==> config.mk <==
export PLATFORM = sky130hd
export DESIGN_NAME = symbol_triple_codec_flat
export DESIGN_NICKNAME = d
export VERILOG_FILES = /design/src/hw/rtl/stc_pkg.sv /design/src/hw/rtl/stc_if.sv /design/src/hw/rtl/stc_ctrl.sv /design/src/hw/rtl/stc_datapath.sv /design/src/hw/rtl/symbol_triple_codec.sv /design/src/flat_wrapper.sv
export SDC_FILE = /design/constraint.sdc
export NUM_CORES = 1
export LEC_CHECK = 0
export ABC_CLOCK_PERIOD_IN_PS = 4000
export BUFFER_PORTS_ARGS = -buffer_cell sky130_fd_sc_hd__buf_2
export CORE_MARGIN = 5
export CORE_UTILIZATION = 25
export CTS_BUF_LIST = sky130_fd_sc_hd__clkbuf_8
export DETAILED_ROUTE_END_ITERATION = 10
export HOLD_SLACK_MARGIN = 0.05
export PLACE_DENSITY = 0.45
export SLEW_MARGIN = 10
export SYNTH_ARGS = -nofsm -noshare
export SYNTH_HDL_FRONTEND = slang
export SYNTH_SLANG_ARGS = --single-unit
==> constraint.sdc <==
create_clock -name clk -period 4 [get_ports clk]
set_clock_uncertainty 0.15 [all_clocks]
set_input_delay 0.2 -clock clk [delete_from_list [all_inputs] [get_ports clk]]
set_output_delay 0.2 -clock clk [all_outputs]
set_load 0.05 [all_outputs]
==> src/hw/rtl/stc_pkg.sv <==
package stc_pkg;

    localparam int unsigned DIV_MIN    = 20;
    localparam int unsigned DIV_SPAN   = 43;
    localparam int unsigned DIV_MAX    = DIV_MIN + DIV_SPAN - 1;
    localparam int unsigned ALPHA_SIZE = 64;
    localparam int unsigned IDX_W      = $clog2(ALPHA_SIZE);
    localparam int unsigned BYTE_W     = 8;
    localparam int unsigned QUO_W      = 4;
    localparam int unsigned DIV_STEPS  = QUO_W;

    // Operation codes carried in the operation field of an input word.
    localparam logic OP_ENCODE = 1'b0;
    localparam logic OP_DECODE = 1'b1;

    typedef logic [IDX_W-1:0]  sym_idx_t;
    typedef logic [BYTE_W-1:0] byte_t;

    // The 64 symbol characters, in index order.
    localparam byte_t ALPHABET [ALPHA_SIZE] = '{
        8'h43, 8'h36, 8'h64, 8'h37, 8'h44, 8'h38, 8'h65, 8'h39, 8'h45, 8'h68, 8'h66, 8'h48, 8'h46,
        8'h30, 8'h61, 8'h31, 8'h41, 8'h32, 8'h62, 8'h33, 8'h42, 8'h34, 8'h63, 8'h35, 8'h75, 8'h55,
        8'h67, 8'h47, 8'h73, 8'h53, 8'h69, 8'h49, 8'h6F, 8'h4F, 8'h70, 8'h50, 8'h77, 8'h57, 8'h6A,
        8'h21, 8'h40, 8'h23, 8'h24, 8'h25, 8'h5E, 8'h26, 8'h2A, 8'h28, 8'h29, 8'h5F, 8'h2B, 8'h3D,
        8'h7B, 8'h7D, 8'h7C, 8'h5C, 8'h2F, 8'h2C, 8'h2E, 8'h3E, 8'h3C, 8'h3F, 8'h22, 8'h27
    };

    typedef struct packed {
        logic     hit;
        sym_idx_t idx;
    } sym_match_t;

    typedef enum logic [1:0] {
        SEL_DIV,
        SEL_QUO,
        SEL_REM,
        SEL_BYTE
    } out_sel_t;

    typedef struct packed {
        logic     load_in;
        logic     div_step;
        logic     lookup;
        logic     out_load;
        out_sel_t out_sel;
    } stc_cmd_t;

    typedef struct packed {
        logic grp_last;
        logic out_free;
    } stc_status_t;

    // Reverse lookup: each entry is compared on its own, the characters are distinct.
    function automatic sym_match_t symbol_index(input byte_t ch);
        sym_match_t m;
        m.hit = 1'b0;
        m.idx = '0;
        for (int k = 0; k < ALPHA_SIZE; k++) begin
            if (ALPHABET[sym_idx_t'(k)] == ch) begin
                m.hit = 1'b1;
                m.idx = sym_idx_t'(k);
            end
        end
        return m;
    endfunction

endpackage

==> src/hw/rtl/stc_if.sv <==
interface stc_in_if;
    logic       valid;
    logic       ready;
    logic       operation;
    logic [7:0] data_byte;
    logic [5:0] divisor;

    modport source (output valid, output operation, output data_byte, output divisor,
                    input ready);
    modport sink   (input valid, input operation, input data_byte, input divisor,
                    output ready);
endinterface

interface stc_out_if;
    logic       valid;
    logic       ready;
    logic [7:0] out_byte;
    logic       last;

    modport source (output valid, output out_byte, output last, input ready);
    modport sink   (input valid, input out_byte, input last, output ready);
endinterface

==> src/hw/rtl/stc_ctrl.sv <==
module stc_ctrl (
    input  logic                clk,
    input  logic                rst_n,
    input  logic                in_valid,
    input  logic                in_operation,
    output logic                in_ready,
    input  stc_pkg::stc_status_t status,
    output stc_pkg::stc_cmd_t   cmd
);
    import stc_pkg::*;

    typedef enum logic [6:0] {
        S_IDLE   = 7'b0000001,
        S_DIV    = 7'b0000010,
        S_EMIT_D = 7'b0000100,
        S_EMIT_Q = 7'b0001000,
        S_EMIT_R = 7'b0010000,
        S_LOOKUP = 7'b0100000,
        S_EMIT_B = 7'b1000000
    } state_t;

    localparam int unsigned CNT_W = $clog2(DIV_STEPS);

    state_t           state_reg, state_next;
    logic [CNT_W-1:0] cnt_reg, cnt_next;

    always_ff @(posedge clk or negedge rst_n) begin
        if (!rst_n) begin
            state_reg <= S_IDLE;
            cnt_reg   <= '0;
        end else begin
            state_reg <= state_next;
            cnt_reg   <= cnt_next;
        end
    end

    always_comb begin
        state_next   = state_reg;
        cnt_next     = cnt_reg;
        in_ready     = 1'b0;
        cmd.load_in  = 1'b0;
        cmd.div_step = 1'b0;
        cmd.lookup   = 1'b0;
        cmd.out_load = 1'b0;
        cmd.out_sel  = SEL_DIV;
        unique case (state_reg)
            S_IDLE: begin
                in_ready = 1'b1;
                if (in_valid) begin
                    cmd.load_in = 1'b1;
                    cnt_next    = '0;
                    state_next  = (in_operation == OP_DECODE) ? S_LOOKUP : S_DIV;
                end
            end
            S_DIV: begin
                cmd.div_step = 1'b1;
                cnt_next     = cnt_reg + 1'b1;
                if (cnt_reg == CNT_W'(DIV_STEPS - 1)) begin
                    state_next = S_EMIT_D;
                end
            end
            S_EMIT_D: begin
                cmd.out_sel = SEL_DIV;
                if (status.out_free) begin
                    cmd.out_load = 1'b1;
                    state_next   = S_EMIT_Q;
                end
            end
            S_EMIT_Q: begin
                cmd.out_sel = SEL_QUO;
                if (status.out_free) begin
                    cmd.out_load = 1'b1;
                    state_next   = S_EMIT_R;
                end
            end
            S_EMIT_R: begin
                cmd.out_sel = SEL_REM;
                if (status.out_free) begin
                    cmd.out_load = 1'b1;
                    state_next   = S_IDLE;
                end
            end
            S_LOOKUP: begin
                cmd.lookup = 1'b1;
                state_next = status.grp_last ? S_EMIT_B : S_IDLE;
            end
            S_EMIT_B: begin
                cmd.out_sel = SEL_BYTE;
                if (status.out_free) begin
                    cmd.out_load = 1'b1;
                    state_next   = S_IDLE;
                end
            end
            default: begin
                state_next = S_IDLE;
            end
        endcase
    end

endmodule

==> src/hw/rtl/stc_datapath.sv <==
module stc_datapath (
    input  logic                clk,
    input  logic                rst_n,
    input  stc_pkg::byte_t      in_data_byte,
    input  logic [5:0]          in_divisor,
    input  stc_pkg::stc_cmd_t   cmd,
    output stc_pkg::stc_status_t status,
    input  logic                out_ready,
    output logic                out_valid,
    output stc_pkg::byte_t      out_byte,
    output logic                out_last
);
    import stc_pkg::*;

    localparam int unsigned SDIV_W = BYTE_W + 1;

    // Encode divider and decode character share the work register.
    byte_t                work_reg;
    sym_idx_t             div_reg;
    logic [SDIV_W-1:0]    sdiv_reg;
    logic [QUO_W-1:0]     quo_reg;

    logic [1:0]           pos_reg;
    sym_idx_t             held_d_reg, held_q_reg, held_r_reg;

    logic                 out_valid_reg;
    byte_t                out_byte_reg;
    logic                 out_last_reg;

    sym_idx_t             div_clamped;
    logic                 fits;
    sym_match_t           match;
    logic [2*IDX_W-1:0]   product;
    byte_t                plain;
    byte_t                out_byte_next;

    always_comb begin
        if (in_divisor < IDX_W'(DIV_MIN)) begin
            div_clamped = IDX_W'(DIV_MIN);
        end else if (in_divisor > IDX_W'(DIV_MAX)) begin
            div_clamped = IDX_W'(DIV_MAX);
        end else begin
            div_clamped = in_divisor;
        end
    end

    assign fits    = {1'b0, work_reg} >= sdiv_reg;
    assign match   = symbol_index(work_reg);
    assign product = {{IDX_W{1'b0}}, held_q_reg} * {{IDX_W{1'b0}}, held_d_reg};
    assign plain   = product[BYTE_W-1:0] + BYTE_W'(held_r_reg);

    // Restoring division, one quotient bit per step from the top.
    always_ff @(posedge clk) begin
        if (cmd.load_in) begin
            work_reg <= in_data_byte;
            div_reg  <= div_clamped;
            sdiv_reg <= SDIV_W'(div_clamped) << (QUO_W - 1);
            quo_reg  <= '0;
        end else if (cmd.div_step) begin
            if (fits) begin
                work_reg <= work_reg - sdiv_reg[BYTE_W-1:0];
            end
            sdiv_reg <= sdiv_reg >> 1;
            quo_reg  <= {quo_reg[QUO_W-2:0], fits};
        end
    end

    assign status.grp_last = pos_reg[1];

    always_ff @(posedge clk or negedge rst_n) begin
        if (!rst_n) begin
            pos_reg    <= '0;
            held_d_reg <= '0;
            held_q_reg <= '0;
            held_r_reg <= '0;
        end else if (cmd.lookup) begin
            if (pos_reg == 2'd0) begin
                if (match.hit) begin
                    held_d_reg <= match.idx;
                end
                pos_reg <= 2'd1;
            end else if (pos_reg == 2'd1) begin
                if (match.hit) begin
                    held_q_reg <= match.idx;
                end
                pos_reg <= 2'd2;
            end else begin
                if (match.hit) begin
                    held_r_reg <= match.idx;
                end
                pos_reg <= 2'd0;
            end
        end
    end

    always_comb begin
        unique case (cmd.out_sel)
            SEL_DIV:  out_byte_next = ALPHABET[div_reg];
            SEL_QUO:  out_byte_next = ALPHABET[IDX_W'(quo_reg)];
            SEL_REM:  out_byte_next = ALPHABET[work_reg[IDX_W-1:0]];
            SEL_BYTE: out_byte_next = plain;
            default:  out_byte_next = '0;
        endcase
    end

    assign status.out_free = !out_valid_reg || out_ready;

    always_ff @(posedge clk or negedge rst_n) begin
        if (!rst_n) begin
            out_valid_reg <= 1'b0;
        end else if (cmd.out_load) begin
            out_valid_reg <= 1'b1;
        end else if (out_ready) begin
            out_valid_reg <= 1'b0;
        end
    end

    always_ff @(posedge clk) begin
        if (cmd.out_load) begin
            out_byte_reg <= out_byte_next;
            out_last_reg <= (cmd.out_sel == SEL_REM) || (cmd.out_sel == SEL_BYTE);
        end
    end

    assign out_valid = out_valid_reg;
    assign out_byte  = out_byte_reg;
    assign out_last  = out_last_reg;

endmodule

==> src/hw/rtl/symbol_triple_codec.sv <==
// Channel   Direction  Word contents
// in_word   sink       operation, data_byte, divisor
// out_word  source     out_byte, last
//
// An encode word is accepted, then takes four steps in the shared restoring divider (one
// quotient bit per cycle) and then emits its three symbols, each of which the output can stall.
// A decode word is accepted and looked up; the character that completes a group also emits a byte.
// Reset clears the control state, the decode group position and the held indices.
// A stalled output holds the controller in its emit state; the last result of a word may
// wait in the output register while the next input word is already accepted.
module symbol_triple_codec (
    input  logic      clk,
    input  logic      rst_n,
    stc_in_if.sink    in_word,
    stc_out_if.source out_word
);
    import stc_pkg::*;

    stc_cmd_t    cmd;
    stc_status_t status;

    // The controller sequences the divider steps, the decode lookup and the result words.
    stc_ctrl u_ctrl (
        .clk          (clk),
        .rst_n        (rst_n),
        .in_valid     (in_word.valid),
        .in_operation (in_word.operation),
        .in_ready     (in_word.ready),
        .status       (status),
        .cmd          (cmd)
    );

    // The datapath holds the divider, the decode group state and the output register.
    stc_datapath u_datapath (
        .clk          (clk),
        .rst_n        (rst_n),
        .in_data_byte (in_word.data_byte),
        .in_divisor   (in_word.divisor),
        .cmd          (cmd),
        .status       (status),
        .out_ready    (out_word.ready),
        .out_valid    (out_word.valid),
        .out_byte     (out_word.out_byte),
        .out_last     (out_word.last)
    );

endmodule
==> src/flat_wrapper.sv <==
// flat-port wrapper written by rule: the top's interface ports become plain ports
module symbol_triple_codec_flat import stc_pkg::*;
  (clk, rst_n, in_word_valid, in_word_operation, in_word_data_byte, in_word_divisor, in_word_ready, out_word_valid, out_word_out_byte, out_word_last, out_word_ready);
  stc_in_if in_word_i ();
  stc_out_if out_word_i ();
  input  logic clk;
  input  logic rst_n;
  input wire logic [$bits(in_word_i.valid)-1:0] in_word_valid;
  input wire logic [$bits(in_word_i.operation)-1:0] in_word_operation;
  input wire logic [$bits(in_word_i.data_byte)-1:0] in_word_data_byte;
  input wire logic [$bits(in_word_i.divisor)-1:0] in_word_divisor;
  output wire logic [$bits(in_word_i.ready)-1:0] in_word_ready;
  output wire logic [$bits(out_word_i.valid)-1:0] out_word_valid;
  output wire logic [$bits(out_word_i.out_byte)-1:0] out_word_out_byte;
  output wire logic [$bits(out_word_i.last)-1:0] out_word_last;
  input wire logic [$bits(out_word_i.ready)-1:0] out_word_ready;
  assign in_word_i.valid = in_word_valid;
  assign in_word_i.operation = in_word_operation;
  assign in_word_i.data_byte = in_word_data_byte;
  assign in_word_i.divisor = in_word_divisor;
  assign in_word_ready = in_word_i.ready;
  assign out_word_valid = out_word_i.valid;
  assign out_word_out_byte = out_word_i.out_byte;
  assign out_word_last = out_word_i.last;
  assign out_word_i.ready = out_word_ready;
  symbol_triple_codec u_core (.clk(clk), .rst_n(rst_n), .in_word(in_word_i), .out_word(out_word_i));
endmodule
==> impl_metrics.env, run 1 <==
export IMPL_status="finished clean"
export IMPL_area_delta_synth_final_pct=13.6
export IMPL_critPathMaxFanout=5
export IMPL_drc=0
export IMPL_grt_overflow=0
export IMPL_timing_final_ws_setup_ps=177
export IMPL_cts_max_path_buffers=2
export IMPL_syn_inst=804
export IMPL_crit_type="reg2reg"
export IMPL_die_area_um2=30100
export IMPL_synth_seq_cells=66
export IMPL_drtAntennaViolNets=0
export IMPL_dr_pass1_iters=5
export IMPL_grt_max_degree=37
export IMPL_setup_viol=0
export IMPL_worstPathCellList="buf_4 -> nand2_1 -> fa_1 -> fa_1 -> fa_1 -> inv_1 -> fa_1 -> ha_1 -> xor2_1 -> a211oi_2 -> a31oi_1"
export IMPL_hold_path_class="in2reg"
export IMPL_synth_yosys_seq_area_share=0.264
export IMPL_regToRegStartpoint="u_core.u_datapath.held_q_reg[3]"
export IMPL_wl_per_cell_um=16.0
export IMPL_crit_path_end="u_core.u_datapath.out_byte[5]"
export IMPL_antenna_found_initial=0
export IMPL_cts_root_buf="clkbuf_8"
export IMPL_most_common_layout_cells="nand2_1, a21oi_1, nor2_1"
export IMPL_largest_reg_flops=9
export IMPL_fillers=2780
export IMPL_crit_top_cell="fa_1"
export IMPL_rr_endpoint="u_core.u_datapath.out_byte[5]"
export IMPL_cts_htree_levels=3
export IMPL_reg2reg_slack_ps=180
export IMPL_cp_arrival_ps=3750
export IMPL_gp_congestion=0.817
export IMPL_cts_sinks=66
export IMPL_r2r_cells=11
export IMPL_routed_wl_um=18800
export IMPL_hpwl_um=14200
export IMPL_drive_above_1_share=0.120
export IMPL_grtUsageTotal=0.125
export IMPL_initial_core_util=0.255
export IMPL_synth_edff_count=29
export IMPL_hold_violations=0
export IMPL_clk_pin_slew_worst_paths_ps=70
export IMPL_syn_avg_cell_area_um2=8.30
export IMPL_finalCritPeriodShare=0.956
export IMPL_diodes=0
export IMPL_io_pins=30
export IMPL_leakage_uw=0.00313
export IMPL_synth_warnings=0
export IMPL_die_h_um=173
export IMPL_period_needed_ps=3820
export IMPL_cpMaxStageDelayCell="fa_1"
export IMPL_synth_cell_area_um2=6680
export IMPL_yosysUniqueCellTypes=90
export IMPL_die_w_um=173
export IMPL_fmax_ghz=0.262
export IMPL_drv_slew=0
export IMPL_drt_iter0_drc=464
export IMPL_cts_buffers=9
export IMPL_cp_start_kind="flop"
export IMPL_grt_pass1_wl_um=31200
export IMPL_viasPerCell=5.09
export IMPL_startpoint="u_core.u_datapath.held_q_reg[3]"
export IMPL_maxCapViolations=0
export IMPL_synth_ff_type="edfxtp_1"
export IMPL_vias=5997
export IMPL_core_area_um2=26200
export IMPL_rsz0062_at_grt="false"
export IMPL_ys_async_sr_fraction=0.455
export IMPL_cts_tree="built"
export IMPL_crit_required_ps=3930
export IMPL_final_common_cell="nand2_1"
export IMPL_pre_cts_ws_ps=140
export IMPL_ir_drop_v=0.000251
export IMPL_critPathCaptureType="flop"
export IMPL_grt_pass1_vias=5779
export IMPL_cpPeakStageDelay_ps=510
export IMPL_final_setup_tns_ps=0
export IMPL_synth_net_count=888
export IMPL_finalNetCount=922
export IMPL_worst_slew_pin_slew_ps=1050
export IMPL_power_density_nw_per_um2=653
export IMPL_io_buffers=29
export IMPL_num_rows=59
export IMPL_slew_headroom=0.297
export IMPL_clkLatencyLatePin_ps=350
==> worst max-delay path, delay by kind of cell (launching register included) <==
kind | cells | cell delay (ps)
fa+ha+maj | 5 | 2210
xor+xnor | 1 | 200
compound gates | 2 | 300
simple gates | 1 | 60
flops | 1 | 440
buf+inv | 2 | 190
==> per-stage QoR <==
stage	hold slack (ps)	util	instances	power, uW	instance area [um^2]
global placement	143	0.275	1143	4450	7220
floorplan	-246	-	804	3540	6680
detailed placement	146	0.275	1143	4400	7220
finish	90.6	0.289	1178	4960	7580
CTS	66.6	0.288	1175	4960	7550
global route	82.9	0.289	1178	5410	7580
==> synthesized netlist by cell type (6+ instances only) <==
cell	instances	area share
a21oi_1	70	0.052
clkbuf_1	35	0.020
o211ai_1	15	0.017
fa_1	16	0.048
nor2_1	59	0.033
nor2b_1	12	0.011
mux2i_1	11	0.016
ha_1	49	0.092
nand2_1	90	0.051
o31ai_1	7	0.0079
nand2b_1	21	0.020
xnor2_1	14	0.018
a211oi_1	13	0.015
a22o_1	6	0.0079
mux2_1	11	0.019
o22ai_1	9	0.0084
nand3_1	12	0.0090
dfxtp_1	7	0.021
a31oi_1	6	0.0056
inv_1	55	0.031
o221ai_1	6	0.0079
edfxtp_1	29	0.13
or3_1	6	0.0056
o21ai_0	47	0.035
xor2_1	6	0.0079
buf_2	11	0.0082
and2_1	16	0.015
nor3_1	12	0.0090
dfrtp_1	29	0.11
nand3b_1	6	0.0067
==> layout make-up <==
class                      instances  area, um^2  area share
sequential                        66        1770       0.233
multi-input combinational        631        4490       0.592
timing repair buffer              74         523      0.0690
inverter                          56         210      0.0277
clock inverter                     5        22.5     0.00297
tap                              335         419      0.0553
clock buffer                      11         151      0.0200
==> where the power goes <==
group          total (uW)  internal, uW  switching (uW)
logic                3160          1180            1980
clock network         512           250             262
registers            1290          1010             276
==> cells by family after synthesis <==
family | after synthesis | synth area share
buffers and inverters | 107 | 0.0639
AO/OA/AOI/OAI | 237 | 0.232
flip-flops | 66 | 0.264
multiplexers | 29 | 0.0514
XOR/XNOR | 20 | 0.0262
AND/OR/NAND/NOR | 280 | 0.222
adder cells (fa/ha/maj) | 65 | 0.140
==> timing repair <==
| item | 4_1_cts | 5_1_grt |
|---|---|---|
| endpoints found under the hold margin | 45 | 0 |
| setup endpoints to repair | 0 | 2 |
| gates resized for setup | 0 | 6 |
| setup buffers | 0 | 3 |
| hold buffers | 16 | 0 |
==> worst min path at each step <==
stage / start / end / slack [ps] / cells past startpoint
after floorplan: rst_n / u_core.u_ctrl.cnt_reg[0] / -250 / 0
after global placement: rst_n / u_core.u_datapath.held_q_reg[5] / 140 / 1
after detailed placement: rst_n / u_core.u_datapath.held_q_reg[5] / 150 / 1
after CTS: in_word_divisor[3] / u_core.u_datapath.div_reg[3] / 70 / 2
after global routing: in_word_divisor[0] / u_core.u_datapath.div_reg[0] / 80 / 2
final: in_word_divisor[0] / u_core.u_datapath.div_reg[0] / 90 / 2
==> routing by layer <==
layer,wire length [um],share of wire,vias to the layer above,global-route usage
li1,-,-,2982,-
met1,9310,0.49,2873,0.181
met2,8580,0.46,127,0.194
met3,727,0.039,15,0.0212
met4,206,0.011,0,0.0309
met5,0,0,-,0
Power figures use the tool's default switching activity.
==> run 2, diff against run 1 <==
--- a/config.mk
+++ b/config.mk
@@ -5,6 +5,7 @@
 export SDC_FILE = /design/constraint.sdc
 export NUM_CORES = 1
 export LEC_CHECK = 0
+export ABC_AREA = 1
 export ABC_CLOCK_PERIOD_IN_PS = 4000
 export BUFFER_PORTS_ARGS = -buffer_cell sky130_fd_sc_hd__buf_2
 export CORE_MARGIN = 5
==> run 2 against run 1 <==
Effect of this change:
- sequential share of layout area up 0.46 points
- wire length down 4.5%
- combinational power down 17%
- sequential cell count stayed put
- synthesized cell count up 15%
==> impl_metrics.env, run 2 <==
export IMPL_antenna_found_initial=0
export IMPL_worstPathCellList="nand2_1 -> fa_1 -> fa_1 -> fa_1 -> inv_1 -> fa_1 -> ha_1 -> o21ai_1 -> nand2_1 -> or2_2 -> nand3_1 -> nand4_1"
export IMPL_cts_sinks=66
export IMPL_grt_max_degree=31
export IMPL_most_common_layout_cells="nand2_1, inv_1, nor2_1"
export IMPL_viasPerCell=4.59
export IMPL_fmax_ghz=0.262
export IMPL_drive_above_1_share=0.0980
export IMPL_ys_top_cells_by_count="nand2_1, inv_1, nor2_1"
export IMPL_synth_ff_type="edfxtp_1"
export IMPL_synth_edff_count=29
export IMPL_critPathTopFamily="adder cells"
export IMPL_synth_cell_area_um2=6310
export IMPL_dr_pass1_iters=5
export IMPL_yosysUniqueCellTypes=45
export IMPL_ir_drop_v=0.000194
export IMPL_finalCritPeriodShare=0.954
export IMPL_setup_viol=0
export IMPL_grtUsageTotal=0.128
export IMPL_cts_max_path_buffers=2
export IMPL_hpwl_um=14500
export IMPL_drc=0
export IMPL_seq_power_share=0.274
export IMPL_clkLatencyLatePin_ps=370
export IMPL_cpMaxStageDelayCell="fa_1"
export IMPL_io_pins=30
export IMPL_syn_inst=925
export IMPL_synth_yosys_seq_area_share=0.280
export IMPL_period_needed_ps=3810
export IMPL_critPathBufInv=1
export IMPL_drtAntennaViolNets=0
export IMPL_synth_seq_cells=66
export IMPL_status="finished clean"
export IMPL_die_h_um=169
export IMPL_crit_required_ps=3930
export IMPL_hold_violations=0
export IMPL_clk_pin_slew_worst_paths_ps=80
export IMPL_ys_async_sr_fraction=0.455
export IMPL_cp_arrival_ps=3740
export IMPL_p_int_uw=2250
export IMPL_routed_wl_um=18000
export IMPL_num_rows=58
export IMPL_initial_core_util=0.252
export IMPL_crit_top_cell="fa_1"
export IMPL_cts_htree_levels=3
export IMPL_critPathCaptureType="flop"
export IMPL_hold_slack_ps=88.9
export IMPL_power_switching_uw=2230
export IMPL_finalNetCount=1079
export IMPL_crit_type="reg2reg"
export IMPL_synth_warnings=0
export IMPL_rsz0062_at_grt="false"
export IMPL_wl_per_cell_um=13.5
export IMPL_cts_buffers=9
export IMPL_final_setup_tns_ps=0
export IMPL_cts_tree="built"
export IMPL_area_delta_synth_final_pct=18.0
export IMPL_die_w_um=169
export IMPL_cpPeakStageDelay_ps=560
export IMPL_grt_pass1_wl_um=29900
export IMPL_power_density_nw_per_um2=602
export IMPL_synth_net_count=1009
export IMPL_leakage_uw=0.00347
export IMPL_grt_overflow=0
export IMPL_synthTopCellsByArea="edfxtp_1, dfrtp_1, nand2_1"
export IMPL_power_frac_comb=0.582
export IMPL_drv_slew=0
export IMPL_grt_pass1_vias=5955
export IMPL_hold_path_class="in2reg"
export IMPL_vias=6102
export IMPL_syn_avg_cell_area_um2=6.82
export IMPL_io_buffers=29
export IMPL_worst_slew_pin_slew_ps=736
export IMPL_gp_congestion=0.866
export IMPL_switching_share=0.498
export IMPL_yosysTopAreaCell="edfxtp_1"
export IMPL_core_area_um2=25000
export IMPL_critPathMaxFanout=7
export IMPL_diodes=0
export IMPL_slew_headroom=0.505
export IMPL_cts_root_buf="clkbuf_8"
export IMPL_die_area_um2=28500
export IMPL_final_common_cell="nand2_1"
export IMPL_reg2reg_slack_ps=190
export IMPL_drt_iter0_drc=522
export IMPL_largest_reg_flops=9
export IMPL_synth_most_common_cell="nand2_1"
export IMPL_yosysTopAreaCellShare=0.138
export IMPL_cp_start_kind="flop"
export IMPL_clkPwrFrac=0.144
export IMPL_maxCapViolations=0
==> run 2: cell count changes after synthesis, sizes merged, moves of 24 or more <==
cell | previous run | this run
inv | 56 | 173
nand2 | 92 | 189
nor2 | 59 | 121
o21ai | 49 | 95
a21oi | 70 | 42
nand3 | 13 | 37
==> run 2: per-stage QoR <==
step            util  cells  setup slack [ps]  total power (uW)  cell area, um^2
2_1_floorplan      -    925               260              3000             6310
3_3_place_gp   0.279   1293               111              3830             6990
3_5_place_dp   0.279   1293              70.7              3780             6990
4_1_cts        0.294   1324              47.7              4470             7370
5_1_grt        0.297   1330              26.0              4940             7440
6_report       0.297   1330               186              4480             7440
==> run 2: path summary, 6_finish.rpt <==
check | start | endpoint | cells past startpoint
worst min-delay path | in_word_divisor[1] | u_core.u_datapath.div_reg[1] | 3
min in group asynchronous | rst_n | u_core.u_datapath.held_d_reg[4] | 2
worst min register to register | u_core.u_datapath.sdiv_reg[2] | u_core.u_datapath.sdiv_reg[1] | 2
worst max-delay path | u_core.u_datapath.held_q_reg[2] | u_core.u_datapath.out_byte[6] | 12
worst max register to register | u_core.u_datapath.held_q_reg[2] | u_core.u_datapath.out_byte[6] | 12
max in group asynchronous | rst_n | u_core.u_datapath.held_d_reg[1] | 2
==> run 2: final cells by class <==
class	instances	area, um^2
Clock inverter	7	101
Inverter	174	653
Fill cell	2760	17600
Sequential cell	66	1770
Timing Repair Buffer	75	528
Tap cell	330	413
Clock buffer	9	124
Multi-Input combinational cell	669	3850
==> run 2: repair_timing <==
action                                 in CTS  in global routing
setup endpoints to repair                   0                 10
endpoints found under the hold margin      44                  0
resized for setup                           0                 10
hold buffers                               15                  0
setup buffers                               0                  6
==> run 2: power groups by stage <==
stage | clock network (uW) | registers [uW] | logic, uW
after global routing | 699 | 1260 | 2980
final | 645 | 1230 | 2610
after CTS | 671 | 1230 | 2570
after floorplan | 0 | 1200 | 1800
after global placement | 0 | 1240 | 2590
after detailed placement | 0 | 1240 | 2540
==> run 2: cell families (layout without fill, tap and decap cells) <==
logic type | count (synthesis) | count (layout) | share of synthesized area
xor+xnor | 14 | 14 | 0.0194
fa+ha+maj | 65 | 65 | 0.148
flops | 66 | 66 | 0.280
buf+inv | 190 | 265 | 0.114
compound gates | 193 | 193 | 0.176
simple gates | 397 | 397 | 0.263
==> run 2: worst min-delay path, cell delays in order <==
cell and delay [ps]:
buf_2 90, inv_1 70, nor2_1 60
==> run 2: metal layers <==
metal	part of all wire	vias up	global-route usage
met4	0.017	0	0.0392
met2	0.45	130	0.205
met5	0	-	0
li1	-	3183	-
met1	0.49	2769	0.180
met3	0.037	20	0.0154
